### config.mk
export PLATFORM = sky130hd
export DESIGN_NAME = multi_slot_software_timer_bank
export DESIGN_NICKNAME = d
export VERILOG_FILES = /design/src/hdl/mstb_pkg.sv /design/src/hdl/multi_slot_software_timer_bank.sv
export SDC_FILE = /design/constraint.sdc
export NUM_CORES = 1
export LEC_CHECK = 0
export BUFFER_PORTS_ARGS = -buffer_cell sky130_fd_sc_hd__clkbuf_2
export CAP_MARGIN = 10
export CORE_ASPECT_RATIO = 0.6
export CORE_UTILIZATION = 55
export DETAILED_ROUTE_END_ITERATION = 16
export PLACE_DENSITY = 0.75
export SLEW_MARGIN = 0
export SYNTH_ARGS = -nofsm -noshare
export SYNTH_HDL_FRONTEND = slang
export SYNTH_SLANG_ARGS = --single-unit
### constraint.sdc
create_clock -name i_clk -period 8.65 [get_ports i_clk]
set_input_delay 1.73 -clock i_clk [delete_from_list [all_inputs] [get_ports i_clk]]
set_output_delay 1.73 -clock i_clk [all_outputs]
set_load 0.05 [all_outputs]
### src/hdl/mstb_pkg.sv
// Shared types, codes and constants for the multi-slot software timer bank.
package mstb_pkg;

    localparam int SLOTS_DEFAULT = 8;
    localparam int MAX_RESULTS   = 8;

    localparam int OP_W     = 3;
    localparam int SLOT_W   = 3;
    localparam int IVAL_W   = 16;
    localparam int MSG_W    = 32;
    localparam int TICK_W   = 11;
    localparam int ELAP_W   = 17;
    localparam int TOTAL_W  = 64;
    localparam int CNT_W    = 4;
    localparam int STATUS_W = 2;
    localparam int NRES_W   = 4;

    localparam int IN_TDATA_W  = 56;
    localparam int OUT_TDATA_W = 112;

    localparam logic [TICK_W-1:0] TICK_RESET = 11'd10;

    typedef enum logic [OP_W-1:0] {
        OP_TICK     = 3'd0,
        OP_CREATE   = 3'd1,
        OP_CREATE_1 = 3'd2,
        OP_DESTROY  = 3'd3,
        OP_START    = 3'd4,
        OP_STOP     = 3'd5,
        OP_CHANGE   = 3'd6,
        OP_NONE     = 3'd7
    } t_op;

    typedef enum logic [STATUS_W-1:0] {
        ST_OK       = 2'd0,
        ST_SHORT    = 2'd1,
        ST_NO_SLOT  = 2'd2,
        ST_NOT_USED = 2'd3
    } t_status;

    localparam logic KIND_STATUS = 1'b0;
    localparam logic KIND_EXPIRY = 1'b1;

endpackage

### src/hdl/multi_slot_software_timer_bank.sv
// Top level of the multi-slot software timer bank: sequencer, slot stores and result stages.
// A tick walks every slot, one a cycle while the output does not stall it; a create walks for
// the lowest free slot; other commands pass through the command state, and a command refused
// at once (short interval, unused slot) goes straight to its status reply.
// Throughput: one item at a time, taken once the sequencer is back in idle; receiver stalls delay it.
// Reset (synchronous): slots free and stopped, counts and total zero, tick_ms 10; stores kept.
module multi_slot_software_timer_bank #(
    parameter int SLOTS = mstb_pkg::SLOTS_DEFAULT
) (
    input  logic                                i_clk,
    input  logic                                i_rst_n,
    // Configuration: tick_ms.
    input  logic                                i_cfg_wr_en,
    input  logic [mstb_pkg::TICK_W-1:0]         i_cfg_wr_data,
    // Input stream.
    input  logic                                s_axis_tvalid,
    output logic                                s_axis_tready,
    // tdata, lowest bit up: slot[2:0], interval_ms[18:3], message_type[50:19], zero fill.
    input  logic [mstb_pkg::IN_TDATA_W-1:0]     s_axis_tdata,
    // tuser: operation[2:0].
    input  logic [mstb_pkg::OP_W-1:0]           s_axis_tuser,
    // Output stream.
    output logic                                m_axis_tvalid,
    input  logic                                m_axis_tready,
    // tdata, lowest bit up: status[1:0], result_slot[4:2], expired_message[36:5],
    // total_elapsed_ms[100:37], created_count[104:101], running_count[108:105], zero fill.
    output logic [mstb_pkg::OUT_TDATA_W-1:0]    m_axis_tdata,
    // tuser: kind.
    output logic                                m_axis_tuser,
    output logic                                m_axis_tlast
);

    localparam int SW = (SLOTS > 1) ? $clog2(SLOTS) : 1;
    localparam int SLOT_CMP_W = 6;
    localparam logic [SW-1:0] LAST_IDX = SW'(SLOTS - 1);
    localparam logic [SLOT_CMP_W-1:0] SLOTS_CMP = SLOT_CMP_W'(SLOTS);
    localparam logic [mstb_pkg::NRES_W-1:0] MAX_RES = mstb_pkg::NRES_W'(mstb_pkg::MAX_RESULTS);

    // The sequencer. Idle takes a transfer; the find state walks for the lowest free slot;
    // the command state applies destroy, start, stop or change to the addressed slot; the
    // scan state walks every slot for a tick; flush sends the final held expiry notice; and
    // emit sends a command's status reply.
    typedef enum logic [5:0] {
        S_IDLE  = 6'b000001,
        S_FIND  = 6'b000010,
        S_CMD   = 6'b000100,
        S_SCAN  = 6'b001000,
        S_FLUSH = 6'b010000,
        S_EMIT  = 6'b100000
    } t_state;

    t_state r_state, n_state;

    // Input field views.
    logic [mstb_pkg::SLOT_W-1:0] in_slot;
    logic [mstb_pkg::IVAL_W-1:0] in_ival;
    logic [mstb_pkg::MSG_W-1:0]  in_msg;
    logic [SW-1:0]               in_slot_idx;
    logic                        in_accept;

    assign in_slot     = s_axis_tdata[2:0];
    assign in_ival     = s_axis_tdata[18:3];
    assign in_msg      = s_axis_tdata[50:19];
    assign in_slot_idx = SW'(in_slot);
    assign s_axis_tready = (r_state == S_IDLE);
    assign in_accept   = s_axis_tvalid && s_axis_tready;

    // Configuration and bank-wide state.
    logic [mstb_pkg::TICK_W-1:0]  r_tick_ms;
    logic [SLOTS-1:0]             r_in_use, n_in_use;
    logic [SLOTS-1:0]             r_running, n_running;
    logic [SLOTS-1:0]             r_one_shot, n_one_shot;
    logic [mstb_pkg::TOTAL_W-1:0] r_total, n_total;
    logic [mstb_pkg::CNT_W-1:0]   r_in_use_cnt, n_in_use_cnt;
    logic [mstb_pkg::CNT_W-1:0]   r_run_cnt, n_run_cnt;

    // Per-slot stores; each is read at the sequencer index alone.
    logic [mstb_pkg::IVAL_W-1:0] r_period [SLOTS];
    logic [mstb_pkg::ELAP_W-1:0] r_elapsed [SLOTS];
    logic [mstb_pkg::MSG_W-1:0]  r_message [SLOTS];

    // Latched command and walk control.
    logic [mstb_pkg::OP_W-1:0]   r_op, n_op;
    logic [mstb_pkg::SLOT_W-1:0] r_slot, n_slot;
    logic [mstb_pkg::IVAL_W-1:0] r_ival, n_ival;
    logic [mstb_pkg::MSG_W-1:0]  r_msg, n_msg;
    logic [SW-1:0]               r_idx, n_idx;
    logic [mstb_pkg::NRES_W-1:0] r_nres, n_nres;

    // Status reply being built.
    logic [mstb_pkg::STATUS_W-1:0] r_rep_status, n_rep_status;
    logic [mstb_pkg::SLOT_W-1:0]   r_rep_slot, n_rep_slot;

    // Expiry notice held until it is known whether another one follows it.
    logic                          r_p_valid, n_p_valid;
    logic [mstb_pkg::SLOT_W-1:0]   r_p_slot, n_p_slot;
    logic [mstb_pkg::MSG_W-1:0]    r_p_msg, n_p_msg;
    logic [mstb_pkg::CNT_W-1:0]    r_p_cre, n_p_cre;
    logic [mstb_pkg::CNT_W-1:0]    r_p_run, n_p_run;

    // Output register.
    logic                          r_o_valid, n_o_valid;
    logic                          r_o_kind, n_o_kind;
    logic [mstb_pkg::STATUS_W-1:0] r_o_status, n_o_status;
    logic [mstb_pkg::SLOT_W-1:0]   r_o_slot, n_o_slot;
    logic [mstb_pkg::MSG_W-1:0]    r_o_msg, n_o_msg;
    logic [mstb_pkg::TOTAL_W-1:0]  r_o_total, n_o_total;
    logic [mstb_pkg::CNT_W-1:0]    r_o_cre, n_o_cre;
    logic [mstb_pkg::CNT_W-1:0]    r_o_run, n_o_run;
    logic                          r_o_last, n_o_last;

    // Slot store write port.
    logic                        wr_period_en, wr_elap_en, wr_msg_en;
    logic [mstb_pkg::IVAL_W-1:0] wr_period;
    logic [mstb_pkg::ELAP_W-1:0] wr_elap;

    // Shared elapsed-time unit: add one tick, compare with the period, take the period off.
    logic [mstb_pkg::ELAP_W-1:0] rd_elapsed, sum_elapsed, rem_elapsed;
    logic [mstb_pkg::ELAP_W-1:0] rd_period_ext;
    logic                        expire;

    assign rd_elapsed    = r_elapsed[r_idx];
    assign rd_period_ext = {1'b0, r_period[r_idx]};
    assign sum_elapsed   = rd_elapsed + {{(mstb_pkg::ELAP_W - mstb_pkg::TICK_W){1'b0}}, r_tick_ms};
    assign expire        = (sum_elapsed >= rd_period_ext);
    assign rem_elapsed   = sum_elapsed - rd_period_ext;

    logic out_free;
    assign out_free = !r_o_valid || m_axis_tready;

    logic scan_live, scan_report, scan_stall;
    assign scan_live   = r_in_use[r_idx] && r_running[r_idx];
    assign scan_report = scan_live && expire && (r_nres < MAX_RES);
    assign scan_stall  = scan_report && r_p_valid && !out_free;

    always_comb begin
        n_state      = r_state;
        n_in_use     = r_in_use;
        n_running    = r_running;
        n_one_shot   = r_one_shot;
        n_total      = r_total;
        n_in_use_cnt = r_in_use_cnt;
        n_run_cnt    = r_run_cnt;
        n_op         = r_op;
        n_slot       = r_slot;
        n_ival       = r_ival;
        n_msg        = r_msg;
        n_idx        = r_idx;
        n_nres       = r_nres;
        n_rep_status = r_rep_status;
        n_rep_slot   = r_rep_slot;
        n_p_valid    = r_p_valid;
        n_p_slot     = r_p_slot;
        n_p_msg      = r_p_msg;
        n_p_cre      = r_p_cre;
        n_p_run      = r_p_run;
        n_o_valid    = r_o_valid && !m_axis_tready;
        n_o_kind     = r_o_kind;
        n_o_status   = r_o_status;
        n_o_slot     = r_o_slot;
        n_o_msg      = r_o_msg;
        n_o_total    = r_o_total;
        n_o_cre      = r_o_cre;
        n_o_run      = r_o_run;
        n_o_last     = r_o_last;
        wr_period_en = 1'b0;
        wr_elap_en   = 1'b0;
        wr_msg_en    = 1'b0;
        wr_period    = r_ival;
        wr_elap      = '0;

        unique case (r_state)
            S_IDLE: begin
                if (in_accept) begin
                    n_op   = s_axis_tuser;
                    n_slot = in_slot;
                    n_ival = in_ival;
                    n_msg  = in_msg;
                    n_idx  = '0;
                    unique case (mstb_pkg::t_op'(s_axis_tuser))
                        mstb_pkg::OP_TICK: begin
                            if (r_run_cnt != '0) begin
                                n_total   = r_total + {{(mstb_pkg::TOTAL_W
                                            - mstb_pkg::TICK_W){1'b0}}, r_tick_ms};
                                n_nres    = '0;
                                n_p_valid = 1'b0;
                                n_state   = S_SCAN;
                            end
                        end
                        mstb_pkg::OP_CREATE, mstb_pkg::OP_CREATE_1: begin
                            if (in_ival < {{(mstb_pkg::IVAL_W - mstb_pkg::TICK_W){1'b0}},
                                           r_tick_ms}) begin
                                n_rep_status = mstb_pkg::ST_SHORT;
                                n_rep_slot   = '0;
                                n_state      = S_EMIT;
                            end else begin
                                n_state = S_FIND;
                            end
                        end
                        mstb_pkg::OP_NONE: begin
                            n_state = S_IDLE;
                        end
                        default: begin
                            // Destroy, start, stop and change interval address a slot.
                            if ({3'b0, in_slot} >= SLOTS_CMP || !r_in_use[in_slot_idx]) begin
                                n_rep_status = mstb_pkg::ST_NOT_USED;
                                n_rep_slot   = in_slot;
                                n_state      = S_EMIT;
                            end else begin
                                n_idx   = in_slot_idx;
                                n_state = S_CMD;
                            end
                        end
                    endcase
                end
            end

            S_FIND: begin
                if (!r_in_use[r_idx]) begin
                    n_in_use[r_idx]   = 1'b1;
                    n_one_shot[r_idx] = (r_op == mstb_pkg::OP_CREATE_1);
                    n_running[r_idx]  = (r_op == mstb_pkg::OP_CREATE_1);
                    n_in_use_cnt      = r_in_use_cnt + 1'b1;
                    if (r_op == mstb_pkg::OP_CREATE_1) begin
                        n_run_cnt = r_run_cnt + 1'b1;
                    end
                    wr_period_en = 1'b1;
                    wr_period    = r_ival;
                    wr_elap_en   = 1'b1;
                    wr_elap      = '0;
                    wr_msg_en    = 1'b1;
                    n_rep_status = mstb_pkg::ST_OK;
                    n_rep_slot   = 3'(r_idx);
                    n_state      = S_EMIT;
                end else if (r_idx == LAST_IDX) begin
                    n_rep_status = mstb_pkg::ST_NO_SLOT;
                    n_rep_slot   = '0;
                    n_state      = S_EMIT;
                end else begin
                    n_idx = r_idx + 1'b1;
                end
            end

            S_CMD: begin
                unique case (mstb_pkg::t_op'(r_op))
                    mstb_pkg::OP_DESTROY: begin
                        if (r_running[r_idx]) begin
                            n_run_cnt = r_run_cnt - 1'b1;
                        end
                        n_running[r_idx]  = 1'b0;
                        n_in_use[r_idx]   = 1'b0;
                        n_one_shot[r_idx] = 1'b0;
                        n_in_use_cnt      = r_in_use_cnt - 1'b1;
                    end
                    mstb_pkg::OP_START: begin
                        if (!r_running[r_idx]) begin
                            n_running[r_idx] = 1'b1;
                            n_run_cnt        = r_run_cnt + 1'b1;
                            wr_elap_en       = 1'b1;
                            wr_elap          = '0;
                        end
                    end
                    mstb_pkg::OP_STOP: begin
                        if (r_running[r_idx]) begin
                            n_running[r_idx] = 1'b0;
                            n_run_cnt        = r_run_cnt - 1'b1;
                        end
                    end
                    default: begin
                        wr_period_en = 1'b1;
                        wr_period    = r_ival;
                    end
                endcase
                n_rep_status = mstb_pkg::ST_OK;
                n_rep_slot   = r_slot;
                n_state      = S_EMIT;
            end

            S_SCAN: begin
                if (!scan_stall) begin
                    if (scan_live) begin
                        wr_elap_en = 1'b1;
                        wr_elap    = expire ? rem_elapsed : sum_elapsed;
                        if (expire && r_one_shot[r_idx]) begin
                            n_running[r_idx]  = 1'b0;
                            n_in_use[r_idx]   = 1'b0;
                            n_one_shot[r_idx] = 1'b0;
                            n_run_cnt         = r_run_cnt - 1'b1;
                            n_in_use_cnt      = r_in_use_cnt - 1'b1;
                        end
                    end
                    if (scan_report) begin
                        // A new notice means the held one is not the last of this tick.
                        if (r_p_valid) begin
                            n_o_valid  = 1'b1;
                            n_o_kind   = mstb_pkg::KIND_EXPIRY;
                            n_o_status = mstb_pkg::ST_OK;
                            n_o_slot   = r_p_slot;
                            n_o_msg    = r_p_msg;
                            n_o_total  = r_total;
                            n_o_cre    = r_p_cre;
                            n_o_run    = r_p_run;
                            n_o_last   = 1'b0;
                        end
                        n_p_valid = 1'b1;
                        n_p_slot  = 3'(r_idx);
                        n_p_msg   = r_message[r_idx];
                        n_p_cre   = n_in_use_cnt;
                        n_p_run   = n_run_cnt;
                        n_nres    = r_nres + 1'b1;
                    end
                    if (r_idx == LAST_IDX) begin
                        n_state = S_FLUSH;
                    end else begin
                        n_idx = r_idx + 1'b1;
                    end
                end
            end

            S_FLUSH: begin
                if (!r_p_valid) begin
                    n_state = S_IDLE;
                end else if (out_free) begin
                    n_o_valid  = 1'b1;
                    n_o_kind   = mstb_pkg::KIND_EXPIRY;
                    n_o_status = mstb_pkg::ST_OK;
                    n_o_slot   = r_p_slot;
                    n_o_msg    = r_p_msg;
                    n_o_total  = r_total;
                    n_o_cre    = r_p_cre;
                    n_o_run    = r_p_run;
                    n_o_last   = 1'b1;
                    n_p_valid  = 1'b0;
                    n_state    = S_IDLE;
                end
            end

            S_EMIT: begin
                if (out_free) begin
                    n_o_valid  = 1'b1;
                    n_o_kind   = mstb_pkg::KIND_STATUS;
                    n_o_status = r_rep_status;
                    n_o_slot   = r_rep_slot;
                    n_o_msg    = '0;
                    n_o_total  = r_total;
                    n_o_cre    = r_in_use_cnt;
                    n_o_run    = r_run_cnt;
                    n_o_last   = 1'b1;
                    n_state    = S_IDLE;
                end
            end

            default: begin
                n_state = S_IDLE;
            end
        endcase
    end

    // Control state.
    always_ff @(posedge i_clk) begin
        if (!i_rst_n) begin
            r_state      <= S_IDLE;
            r_tick_ms    <= mstb_pkg::TICK_RESET;
            r_in_use     <= '0;
            r_running    <= '0;
            r_one_shot   <= '0;
            r_total      <= '0;
            r_in_use_cnt <= '0;
            r_run_cnt    <= '0;
            r_p_valid    <= 1'b0;
            r_o_valid    <= 1'b0;
        end else begin
            r_state      <= n_state;
            if (i_cfg_wr_en) begin
                r_tick_ms <= i_cfg_wr_data;
            end
            r_in_use     <= n_in_use;
            r_running    <= n_running;
            r_one_shot   <= n_one_shot;
            r_total      <= n_total;
            r_in_use_cnt <= n_in_use_cnt;
            r_run_cnt    <= n_run_cnt;
            r_p_valid    <= n_p_valid;
            r_o_valid    <= n_o_valid;
        end
    end

    // Payload registers.
    always_ff @(posedge i_clk) begin
        r_op         <= n_op;
        r_slot       <= n_slot;
        r_ival       <= n_ival;
        r_msg        <= n_msg;
        r_idx        <= n_idx;
        r_nres       <= n_nres;
        r_rep_status <= n_rep_status;
        r_rep_slot   <= n_rep_slot;
        r_p_slot     <= n_p_slot;
        r_p_msg      <= n_p_msg;
        r_p_cre      <= n_p_cre;
        r_p_run      <= n_p_run;
        r_o_kind     <= n_o_kind;
        r_o_status   <= n_o_status;
        r_o_slot     <= n_o_slot;
        r_o_msg      <= n_o_msg;
        r_o_total    <= n_o_total;
        r_o_cre      <= n_o_cre;
        r_o_run      <= n_o_run;
        r_o_last     <= n_o_last;
    end

    // Slot stores, written at the sequencer index.
    always_ff @(posedge i_clk) begin
        if (wr_period_en) begin
            r_period[r_idx] <= wr_period;
        end
        if (wr_elap_en) begin
            r_elapsed[r_idx] <= wr_elap;
        end
        if (wr_msg_en) begin
            r_message[r_idx] <= r_msg;
        end
    end

    assign m_axis_tvalid = r_o_valid;
    assign m_axis_tuser  = r_o_kind;
    assign m_axis_tlast  = r_o_last;
    assign m_axis_tdata  = {3'b000, r_o_run, r_o_cre, r_o_total, r_o_msg, r_o_slot, r_o_status};

endmodule

After elaboration in Yosys (flattened, before gate mapping)
Memory sizes are Yosys's and may differ from the RTL's. A register that Yosys moved wholly into a read port is not among the register bits.
Cells that the tools add are included.
- register bits: 303
- memory bits (writable): 520
- memories: 3
- memories (name ; depth ; width ; read ports ; clocked after memory_dff ; write ports ; RTL line ; source):
    r_message ; 8 ; 32 ; 1 ; 1 ; 1 ; multi_slot_software_timer_bank.sv:80 ; logic [mstb_pkg::MSG_W-1:0] r_message [SLOTS];
    r_elapsed ; 8 ; 17 ; 1 ; 1 ; 1 ; multi_slot_software_timer_bank.sv:79 ; logic [mstb_pkg::ELAP_W-1:0] r_elapsed [SLOTS];
    r_period ; 8 ; 16 ; 1 ; 1 ; 1 ; multi_slot_software_timer_bank.sv:78 ; logic [mstb_pkg::IVAL_W-1:0] r_period [SLOTS];
- add/sub/neg operators: 9
- magnitude comparators: 6
- equality and inequality tests: 40
- mux-type cells: 175
- bitwise gates (word level): 7
- reduce and logical (&&, ||, !) cells: 40
- operator list (kind ; number):
    64-bit 2-to-1 mux ; 5
    32-bit 2-to-1 mux ; 6
    64-bit case mux with 3 select lines ; 1
    8-bit 2-to-1 mux ; 16
    4-bit 2-to-1 mux ; 29
    32-bit case mux with 3 select lines ; 1
    8-bit case mux with 3 select lines ; 4
    17-bit 2-to-1 mux ; 4
    64-bit by 11-bit adder with 64-bit output ; 1
    6-bit 2-to-1 mux ; 10
    3-bit 2-to-1 mux ; 19
    4-bit case mux with 3 select lines ; 4
    1-bit 2-to-1 mux ; 41
    6-bit case mux with 6 select lines ; 1
    3-bit case mux with 3 select lines ; 3
    2-bit inequality test (second input constant) ; 13
    8-bit bitwise AND ; 3
    6-bit AND reduction ; 4
    2-bit 2-to-1 mux ; 11
    3-bit inequality test (second input constant) ; 6
    6-bit case mux with 3 select lines ; 1
    17-bit by 11-bit adder with 17-bit output ; 1
    17-bit by 16-bit greater-or-equal comparator with 1-bit output ; 1
    17-bit by 16-bit subtractor with 17-bit output ; 1
    other kinds (47) ; 91

Logic depth before layout (Yosys ltp)
Gate-level depths: netlist (run 1).
- word-level depth: 11
- mapped depth: 26
- depth with buffers taken out: 21

Worst setup path after synthesis (run 1)
OpenSTA, ideal clock, no wires.
- kind: flip-flop to flip-flop
- start: reg (tool-made name)
- end: reg r_o_total[0] (netlist name) (enable)
- data arrival time: 8337 ps
- slack: -174 ps
- cell stages (with the launch flop): 23
- buffers on the path: 4
- cell sequence: dfxtp_1 -> buf_2 -> buf_1 -> buf_1 -> mux4_2 -> mux2_2 -> ha_1 -> o211ai_1 -> o21ai_0 -> o221ai_1 -> a21oi_1 -> nand2_1 -> xor2_1 -> mux2i_1 -> ha_1 -> nand4_1 -> a311o_1 -> a21boi_0 -> nor3_2 -> buf_2 -> o31ai_1 -> a21oi_1 -> nor2_1
- RTL lines (item ; RTL line ; source):
    end signal: assignment ; multi_slot_software_timer_bank.sv:406 ; r_o_total <= n_o_total;
    end: declaration ; multi_slot_software_timer_bank.sv:107 ; logic [mstb_pkg::TOTAL_W-1:0] r_o_total, n_o_total;

==> results of run 1 <==
worst min-delay path by stage:
stage / depth (start not counted) / slack [ps] / from / to
final: 0 / 430 / r_total[46] / r_o_total[46]
after global routing: 0 / 450 / r_total[46] / r_o_total[46]
after CTS: 0 / 430 / r_total[46] / r_o_total[46]
after detailed placement: 0 / 420 / r_total[46] / r_o_total[46]
after global placement: 0 / 430 / r_total[46] / r_o_total[46]
after floorplan: 0 / 410 / r_total[11] / r_o_total[11]
cell usage after synthesis (21+ instances only):
cell type  count  area [um2]
edfxtp_1     740       22200
nand2_1      146         548
nor2_1       145         544
a22oi_1      129         968
dfxtp_1      118        2360
a21oi_1       79         395
clkbuf_1      72         270
mux2i_1       65         651
mux4_2        64        1440
xnor2_1       61         534
inv_1         59         221
o21ai_0       56         280
ha_1          55         688
nand4_1       55         344
nand3_1       45         225
and2_1        42         263
nor3_1        29         145
xor2_1        21         184
metrics by stage:
stage | hold WS [ps] | setup WS, ps | area (um2)
2_1_floorplan | 406 | 567 | 34600
3_3_place_gp | 425 | 1410 | 36600
3_5_place_dp | 418 | 1210 | 36600
4_1_cts | 432 | 1180 | 39200
5_1_grt | 449 | 562 | 39200
6_report | 430 | 1110 | 39200
state kept, by name (all words and copies together), names as in the netlist, 6 cells and up, named ones only:
name / cells
r_elapsed: 136
r_ival: 16
r_message: 256
r_msg: 32
r_o_msg: 32
r_o_total: 64
r_one_shot: 8
r_p_msg: 32
r_period: 128
r_running: 8
r_state: 6
r_tick_ms: 11
r_total: 64
where the power goes:
part           internal (uW)  switching [uW]  leakage [uW]
Combinational            434             719       0.00432
Clock                   1970            1470       0.00125
Sequential              4590            96.0       0.00752
critical path, cell delays in order (launching register included):
cell,delay (ps)
dfxtp_4,510
buf_4,450
mux4_2,550
mux2_2,270
ha_1,350
o211ai_1,110
o21ai_0,540
o221ai_1,310
a21oi_1,370
nand2_1,110
xor2_1,150
mux2i_1,210
ha_1,310
o21ai_0,100
nor2_1,80
o41ai_1,560
a21boi_0,470
nor3_4,560
buf_4,390
nor2b_1,80
a211oi_1,690
cells by family (layout without fill, tap and decap cells):
family	count (synthesis)	count (layout)	synth area share [%]
buffers and inverters	161	429	1.87
DFF	858	858	71.1
adders and majority gates	58	58	2.16
xor gates and xnor gates	83	83	2.13
muxes	147	147	6.90
other	1	5	0.0109
AOI/OAI and AO/OA	396	396	7.87
and+or+nand+nor	551	551	7.93
metal layers:
| metal | routed length (um) | up-vias | part of all wire [%] | track usage (%) |
|---|---|---|---|---|
| met5 | 23 | - | 0.029 | 0 |
| met4 | 1900 | 4 | 2.4 | 7.44 |
| met3 | 7320 | 117 | 9.1 | 5.75 |
| met2 | 36700 | 952 | 46 | 38.2 |
| met1 | 34600 | 10400 | 43 | 36.7 |
| li1 | - | 9195 | - | - |
layout make-up:
cell class / instances / area share, %
sequential: 858 / 62.7
inverter: 62 / 0.594
clock buffer: 103 / 5.59
clock inverter: 31 / 0.894
antenna: 2 / 0.0128
timing repair buffer: 233 / 3.30
multi-input combinational: 1238 / 24.2
tap: 828 / 2.64
==> metrics.yaml, run 1 <==
finalCritPeriodShare_pct: 87.2
overflow: 0
start_util_pct: 56.2
rsz0062_at_grt: "false"
crit_fanout: 26
cts_setup_buffers: 0
clock_path_buffers: 3
routed_wl_um: 80500
drv_slew: 0
placed_cells: 3219
multi_input_area_mm2: 0.00949
clock.fmax_mhz: 133
drt_pass1_iterations: 6
seq_area_mm2: 0.0246
core-area_mm2: 0.0615
area_growth_pct: 13.4
crit_path_end_kind: "register"
max_cap_violations: 0
tns_ps: 0
drt_iter0_markers: 2421
outcome: "finished, final reports clean"
gp_congestion: 0.906
wire_per_inst_um: 24.0
syn_area_mm2: 0.0346
final_cell_mix: "740 x edfxtp_1, 182 x clkbuf_2, 146 x nand2_1"
rr_worst_depth: 20
setup_viol: 0
hpwl_um: 49700
antenna_found_initial: 4
post_cts_resize_count: 0
worst_slew_pin_slew_ps: 1200
dieHeight_um: 196
ys_seq_area_share_pct: 71.1
yosys_most_used_dff: "edfxtp_1"
final_cell_count_no_fill: 3355
power_uw: 9280
final_common_cell: "edfxtp_1"
grt_max_degree: 77
cts_max_level: 3
min_period_ps: 7540
ctsRootBufferMaster: "clkbuf_16"
ys_warn_count: 0
critPathRequiredTime_ps: 8950
fin_util_pct: 63.7
final_nets: 2601
drc: 0
clk_pin_slew_ps: 60
pwr_density_cell_mw_per_mm2: 237
vias: 20700
synth.avg_cell_area_um2: 15.3
endpoint: "r_elapsed[1][13]"
portBuffers: 182
grt_usage_pct: 25.2
clk_latency_ps: 630
rows: 70
pin_count: 191
ir_worst_vdd_mv: 0.152
dieWidth_um: 326
cts_tree: "done"
async_reset_ff_share_pct: 0
vias_per_cell: 6.17
fin_skew_ps: 25.0
dieArea_mm2: 0.0639
finalHoldViolations: 0
clock_sinks: 858
cp.arrival_ps: 7840
fill_cells: 4305
ys_types: 83
synth_enable_flop_cells: 740
cts_inserted_buffers: 75
cp-start-kind: "register"
grt_pass1_wl_um: 121000
reg2reg_slack_ps: 1110
crit_type: "register to register"
drive_gt1_share_pct: 18.9
hold_buffers: 0
p_leak_uw: 0.0131
hp-class: "register to register"
slew-limit-headroom_pct: 19.4
grt_pass1_vias: 20600
netlist_instances: 2255
r2r_end: "r_elapsed[1][13]"
ant_nets: 0
ys_ff_latch: 858
(Power assumes the default switching activity.)
==> run 2: changes to the inputs <==
--- a/config.mk
+++ b/config.mk
@@ -8,9 +8,9 @@
 export BUFFER_PORTS_ARGS = -buffer_cell sky130_fd_sc_hd__clkbuf_2
 export CAP_MARGIN = 10
 export CORE_ASPECT_RATIO = 0.6
-export CORE_UTILIZATION = 55
+export CORE_UTILIZATION = 42
 export DETAILED_ROUTE_END_ITERATION = 16
-export PLACE_DENSITY = 0.75
+export PLACE_DENSITY = 0.6
 export SLEW_MARGIN = 0
 export SYNTH_ARGS = -nofsm -noshare
 export SYNTH_HDL_FRONTEND = slang
==> metrics.yaml, run 2 (same netlist as run 1, synthesis figures left out) <==
pwr_density_cell_mw_per_mm2: 236  # was 237 mW/mm2
dp_slack_ps: 1280  # was 1210 ps
drv_slew: 0  # unchanged
crit_family: "compound AO/OA/AOI/OAI gates"  # unchanged
cp.arrival_ps: 7760  # was 7840 ps
clock_path_buffers: 3  # unchanged
whs_ps: 446  # was 430 ps
hp-class: "register to register"  # unchanged
vias_per_cell: 5.65  # was 6.17
postPlaceCellArea_mm2: 0.0370  # was 0.0366 mm2
met2WireLength_um: 37700  # was 36700 um
rows: 81  # was 70
drive_gt1_share_pct: 19.3  # was 18.9%
clock.fmax_mhz: 135  # was 133 MHz
tns_ps: 0  # unchanged
fin_skew_ps: 31.3  # was 25.0 ps
portBuffers: 182  # unchanged
grt_pass1_wl_um: 125000  # was 121000 um
ant_nets: 0  # unchanged
path_depth: 21  # was 20
clk_pin_slew_ps: 60  # about the same
cpPeakStageDelay_ps: 630  # was 690 ps
slowest_stage: "nor2_1"  # was a211oi_1
rsz0062_at_grt: "false"  # unchanged
route.met3.wl_um: 6060  # was 7320 um
cts_max_level: 3  # unchanged
crit_path_end_kind: "register"  # unchanged
min_period_ps: 7430  # was 7540 ps
fin_util_pct: 48.6  # was 63.7%
core-area_mm2: 0.0815  # was 0.0615 mm2
routed_wl_um: 84500  # was 80500 um
outcome: "complete, but fails checks"  # was finished, final reports clean
crit_type: "register to register"  # unchanged
cp_cell_sequence: "buf_4, mux4_2, mux2_2, ha_1, o211ai_1, o21ai_0, o221ai_1, a21oi_1, nand2_1, xor2_1, mux2i_1, ha_1, o21ai_0, nor2_1, o41ai_1, a21boi_0, nor3_4, o31ai_2, o311a_2, nor2_1, buf_4"  # was buf_4, mux4_2, mux2_2, ha_1, o211ai_1, o21ai_0, o221ai_1, a21oi_1, nand2_1, xor2_1, mux2i_1, ha_1, o21ai_0, nor2_1, o41ai_1, a21boi_0, nor3_4, buf_4, nor2b_1, a211oi_1
top_layer: "met5"  # unchanged
path_buf_inv: 2  # unchanged
start_util_pct: 42.4  # was 56.2%
worst_slew_pin_slew_ps: 1220  # was 1200 ps
clk_latency_ps: 670  # was 630 ps
antenna_found_initial: 2  # was 4
setup_ws_ps: 1220  # was 1110 ps
cp-start-kind: "register"  # unchanged
gp_congestion: 0.863  # was 0.906
cts_inserted_buffers: 82  # was 75
drc: 1  # was 0
cts_tree: "done"  # unchanged
dieHeight_um: 224  # was 196 um
area_growth_pct: 14.6  # was 13.4%
grt_usage_pct: 20.2  # was 25.2%
wl_met1_um: 39300  # was 34600 um
crit_fanout: 22  # was 26
ctsRootBufferMaster: "clkbuf_16"  # unchanged
max_cap_violations: 0  # unchanged
dieArea_mm2: 0.0835  # was 0.0639 mm2
wire_per_inst_um: 23.3  # was 24.0 um
failed_checks: "design-rule violations"
critPathRequiredTime_ps: 8980  # was 8950 ps
rr_worst_depth: 21  # was 20
largest_reg_flops: 256  # unchanged
final_common_cell: "edfxtp_1"  # unchanged
overflow: 0  # unchanged
cts_setup_buffers: 0  # unchanged
grt_pass1_vias: 20100  # was 20600
finalCritPeriodShare_pct: 85.9  # was 87.2%
pin_count: 191  # unchanged
grt_max_degree: 65  # was 77
hpwl_um: 52000  # was 49700 um
regMostFlops: "r_message"  # unchanged
final_nets: 2610  # was 2601
final_area_mm2: 0.0396  # was 0.0392 mm2
post_cts_resize_count: 0  # unchanged
ir_worst_vdd_mv: 0.129  # was 0.152 mV
setup_viol: 0  # unchanged
drt_pass1_iterations: 11  # was 6
slew-limit-headroom_pct: 18.2  # was 19.4%
hold_buffers: 0  # unchanged
p_leak_uw: 0.0131  # about the same
drt_iter0_markers: 1871  # was 2421
hold_depth: 0  # unchanged
top_regs: "r_message x256, r_elapsed x136, r_period x128"  # unchanged
finalHoldViolations: 0  # unchanged
clock_sinks: 858  # unchanged
dieWidth_um: 372  # was 326 um
final_cell_mix: "740 x edfxtp_1, 182 x clkbuf_2, 146 x nand2_1"  # unchanged
vias: 20500  # was 20700
run 2: area by class of cell:
type	count	area [um2]
Antenna cell	1	2.50
Clock buffer	103	2200
Clock inverter	48	405
Fill cell	6953	41900
Inverter	62	233
Multi-Input combinational cell	1238	9490
Sequential cell	858	24600
Tap cell	1079	1350
Timing Repair Buffer	235	1320
run 2: metrics by stage:
stage / total power (uW) / std cells
6_report: 9360 / 3624
5_1_grt: 9710 / 3624
4_1_cts: 9440 / 3623
3_5_place_dp: 5920 / 3472
3_3_place_gp: 5900 / 3472
2_1_floorplan: 5570 / 2257
run 2: report_power, final:
part / total (uW) / switching (uW) / internal [uW]
combinational: 1150 / 714 / 435
sequential: 4690 / 101 / 4590
clock: 3520 / 1550 / 1970
run 2: routing by layer:
layer  track usage, %  vias up
met5                0        -
met4             4.52        2
met3             4.35      106
met2             30.3      716
met1             30.0    10400
li1                 -     9221
run 2: worst paths after layout:
check	startpoint	endpoint	slack, ps
max	register	r_elapsed[3][10]	1220
min	r_total[46]	r_o_total[46]	450
max reg2reg	register	r_elapsed[3][10]	1220
min reg2reg	r_total[46]	r_o_total[46]	450
